===== src/hdl/pps_mul.sv =====
// Shared signed multiplier with registered product.
module pps_mul (
    input  logic               i_clk,
    input  logic signed [32:0] i_a,
    input  logic signed [32:0] i_b,
    output logic signed [65:0] o_p
);
    logic signed [65:0] r_p;
    always_ff @(posedge i_clk) begin
        r_p <= i_a * i_b;
    end
    assign o_p = r_p;
endmodule


===== config.mk =====
export PLATFORM = sky130hd
export DESIGN_NAME = pps_mul
export DESIGN_NICKNAME = d
export VERILOG_FILES = /design/src/hdl/pps_mul.sv
export SDC_FILE = /design/constraint.sdc
export NUM_CORES = 2
export LEC_CHECK = 0
export ABC_AREA = 1
export BUFFER_PORTS_ARGS = -buffer_cell sky130_fd_sc_hd__buf_2
export CAP_MARGIN = 20
export CORE_UTILIZATION = 42
export CTS_CLUSTER_SIZE = 30
export DETAILED_ROUTE_END_ITERATION = 12
export GPL_TIMING_DRIVEN = 0
export PLACE_DENSITY = 0.57
export SYNTH_ARGS = -nofsm -noshare
export SYNTH_HDL_FRONTEND = slang
export SYNTH_SLANG_ARGS = --single-unit

===== constraint.sdc =====
create_clock -name i_clk -period 8.62 [get_ports i_clk]
set_input_delay 2.155 -clock i_clk [delete_from_list [all_inputs] [get_ports i_clk]]
set_output_delay 2.155 -clock i_clk [all_outputs]
set_load 0.05 [all_outputs]

==> metrics.md <==
| Metric | Value |
|---|---|
| CTS Sinks | `66` |
| Max reg flops | `66` |
| Die width | `323 um` |
| Final hold violations | `0` |
| Fill count | `10,220` |
| CTS hold repair buffers | `0` |
| Antenna Nets Post-Route | `0` |
| Distinct cells, synth | `35` |
| TritonCTS clock tree | `built` |
| Clock root cell | `clkbuf_16` |
| Row count | `117` |
| Uppermost layer routed | `met5` |
| Synthesis-to-layout area growth | `16.0%` |
| Setup crit end kind | `register` |
| Simple-Gate Fraction of Synth Area | `16.6%` |
| First-pass GRT wire length | `256 mm` |
| Worst Path Arrival | `8.77 ns` |
| Post-synthesis xor/xnor area fraction | `less than 1%` |
| Initial antenna violation count | `10` |
| Max-cap check violation count | `0` |
| Pin count of the biggest net entering global routing | `28` |
| Design area | `around 50,000 um^2` |
| Syn Std Cell Area | `about 43,000 um^2` |
| Placed wire-length estimate | `149 mm` |
| Minimum clock period | `8.56 ns` |
| Synth Area per Inst | `7.79 um^2` |
| H-tree levels | `3` |
| Total core area | `102,000 um^2` |
| Register Area | `between 1000 and 1500 um^2` |
| Finish-stage setup viols | `0` |
| Total Die Area | `104,000 um^2` |
| Synth Warn # | `0` |
| Compound-cell area share of the yosys netlist | `1.38%` |
| Initial core utilization | `between 40% and 50%` |
| Die Y | `roughly 320 um` |
| Area after DPL | `approximately 45,000 um^2` |
| CTS Buf Count | `9` |
| Reg clk slew, reported paths | `0.05 ns` |
| Worst Tran Pin Value | `0.898 ns` |
| Status | `finished, final reports clean` |
| CP most frequent cell | `fa_2` |
| Worst Setup Slack, final | `approximately 0.061 ns` |
| Pre-CTS setup slack | `-1.98 ns` |
| F_max | `between 100 and 150 MHz` |
| Area of the multi-input gates | `35,400 um^2` |
| DRT iter0 DRCs | `3,671` |
| WL met1 | `67.0 mm` |
| GRT Residual Overflow | `0` |
| Vias | `36,020` |
| Vias in the first global route | `37,774` |
| Layout Nets | `7,138` |
| Vias per cell | `5.08` |
| Setup CP Type | `input pin to register` |
| Largest family of logic cells by synthesized area | `adder cells` |
| Mux contribution to synthesized area | `0%` |
| RePlAce Congestion | `between 1 and 1.5` |
| Crit Path Max Fanout | `6` |
| Synth Register Bits | `66` |
| Final period util | `99.3%` |
| GRT Total Usage | `35.1%` |
| Unrepaired setup endpoints after global routing | `yes` |
| IO Pins | `about 130` |
| Clk buf depth | `2` |
| Critical path's slowest cell | `fa_2` |
| HP Class | `input pin to register` |
| Routed WL per cell | `25.1 um` |
| Final WL | `178 mm` |
| Nature of the critical path startpoint | `input pin` |
| Final slew viol count | `0` |
| Drt pass-1 iters | `6` |
| Critical Path Max Stage Delay | `0.62 ns` |
| Share of layout cells above drive strength 1 | `14.6%` |
| Critical Path RT | `slightly below 9 ns` |
| Post-Synth Adder-Cell Area | `59.4%` |
| DRC | `0` |
| Relative slew slack | `40.0%` |
| Wire length on met2 | `80.7 mm` |
| Mapped Nets | `6,972` |
| # port buffers | `between 60 and 70` |
| Synth Instances | `5,543` |
| Met3 wire length | `17.0 mm` |
| Post-synthesis sequential area ratio | `approximately 3.1%` |
-- through the flow --
step                      util (%)   TNS, ns  hold slack (ns)  instances
after floorplan                  -         0             2.42       5543
after global placement        44.4    -74.70             2.62       6978
after detailed placement      44.6    -73.29             2.62       6991
after CTS                     47.3  -0.00433             2.38       7029
after global routing          49.2    -0.306             2.34       7082
final                         49.2         0             2.36       7084
-- metal layers --
| metal | up-vias | global-route usage (%) |
|---|---|---|
| met3 | 482 | 5.88 |
| met5 | - | 0 |
| met1 | 18310 | 45.1 |
| li1 | 15361 | - |
| met2 | 1859 | 56.3 |
| met4 | 8 | 19.9 |
-- path summary, 6_finish.rpt --
kind	slack [ns]	end	start	cells after the start
setup / recovery	0.06	o_p[61]	i_a[32]	28
hold / removal	2.36	o_p[0]	i_b[0]	4
-- critical path, delay by kind of cell --
kind,cells,cell delay (ns)
adders and majority gates,9,4.58
buffers and inverters,10,1.05
and+or+nand+nor,7,0.54
AOI/OAI and AO/OA,2,0.41
-- cells in the final DEF (no fill, tap or decap), drive strengths merged --
cell type | netlist | routed
inv | 1895 | 1893
nand2 | 1534 | 1534
fa | 1145 | 1145
buf | 1 | 290
ha | 217 | 217
nor2 | 154 | 154
clkbuf | 262 | 137
nand3 | 78 | 78
dfxtp | 66 | 66
a21oi | 65 | 65
xor2 | 37 | 37
o21ai | 23 | 23
nand4 | 19 | 19
o21bai | 14 | 14
nor3 | 8 | 8
clkinvlp | 0 | 6
or2 | 6 | 6
nor4 | 5 | 5
xnor2 | 4 | 4
diode | 0 | 3
nand3b | 3 | 3
and2 | 3 | 3
a21o | 2 | 2
a21boi | 1 | 1
o21a | 1 | 1
bufinv | 0 | 1
clkinv | 0 | 1
-- Yosys cell counts (all sizes together) --
library cell / count / area [um^2]
nand4: 19 / 119
buf: 1 / 3.75
dfxtp: 66 / 1320
nor4: 5 / 37.5
and2: 3 / 18.8
a21oi: 65 / 340
inv: 1895 / 7110
nor3: 8 / 45.0
or2: 6 / 37.5
nand3: 78 / 430
o21a: 1 / 7.51
fa: 1145 / 22900
nand3b: 3 / 22.5
xor2: 37 / 324
nor2: 154 / 651
o21ai: 23 / 119
a21boi: 1 / 7.51
o21bai: 14 / 105
xnor2: 4 / 35.0
a21o: 2 / 15.0
clkbuf: 262 / 983
ha: 217 / 2720
nand2: 1534 / 5800
-- what timing repair did --
| action | in CTS | in global routing |
|---|---|---|
| cloned | 0 | 3 |
| setup endpoints to repair | 48 | 45 |
| pin swaps | 45 | 135 |
| buffers inserted | 24 | 50 |
| gates resized for setup | 737 | 580 |
-- cells by family after synthesis --
| kind of cell | count (synthesis) |
|---|---|
| AO/OA/AOI/OAI | 106 |
| XOR/XNOR | 41 |
| adder cells (fa/ha/maj) | 1362 |
| buffers and inverters | 2158 |
| flip-flops | 66 |
| AND/OR/NAND/NOR | 1810 |
-- final cells by class --
type	count	share of cell area (%)
multi-input combinational	3319	70.6
timing repair buffer	155	2.53
buffer	263	5.92
clock inverter	6	0.137
inverter	1895	14.3
sequential	66	2.64
tap	1368	3.42
antenna	3	0.0150
clock buffer	9	0.450
Power is left out: the tool's default activity adds up to more than one toggle a clock period on the data nets, which glitch-free logic cannot reach.
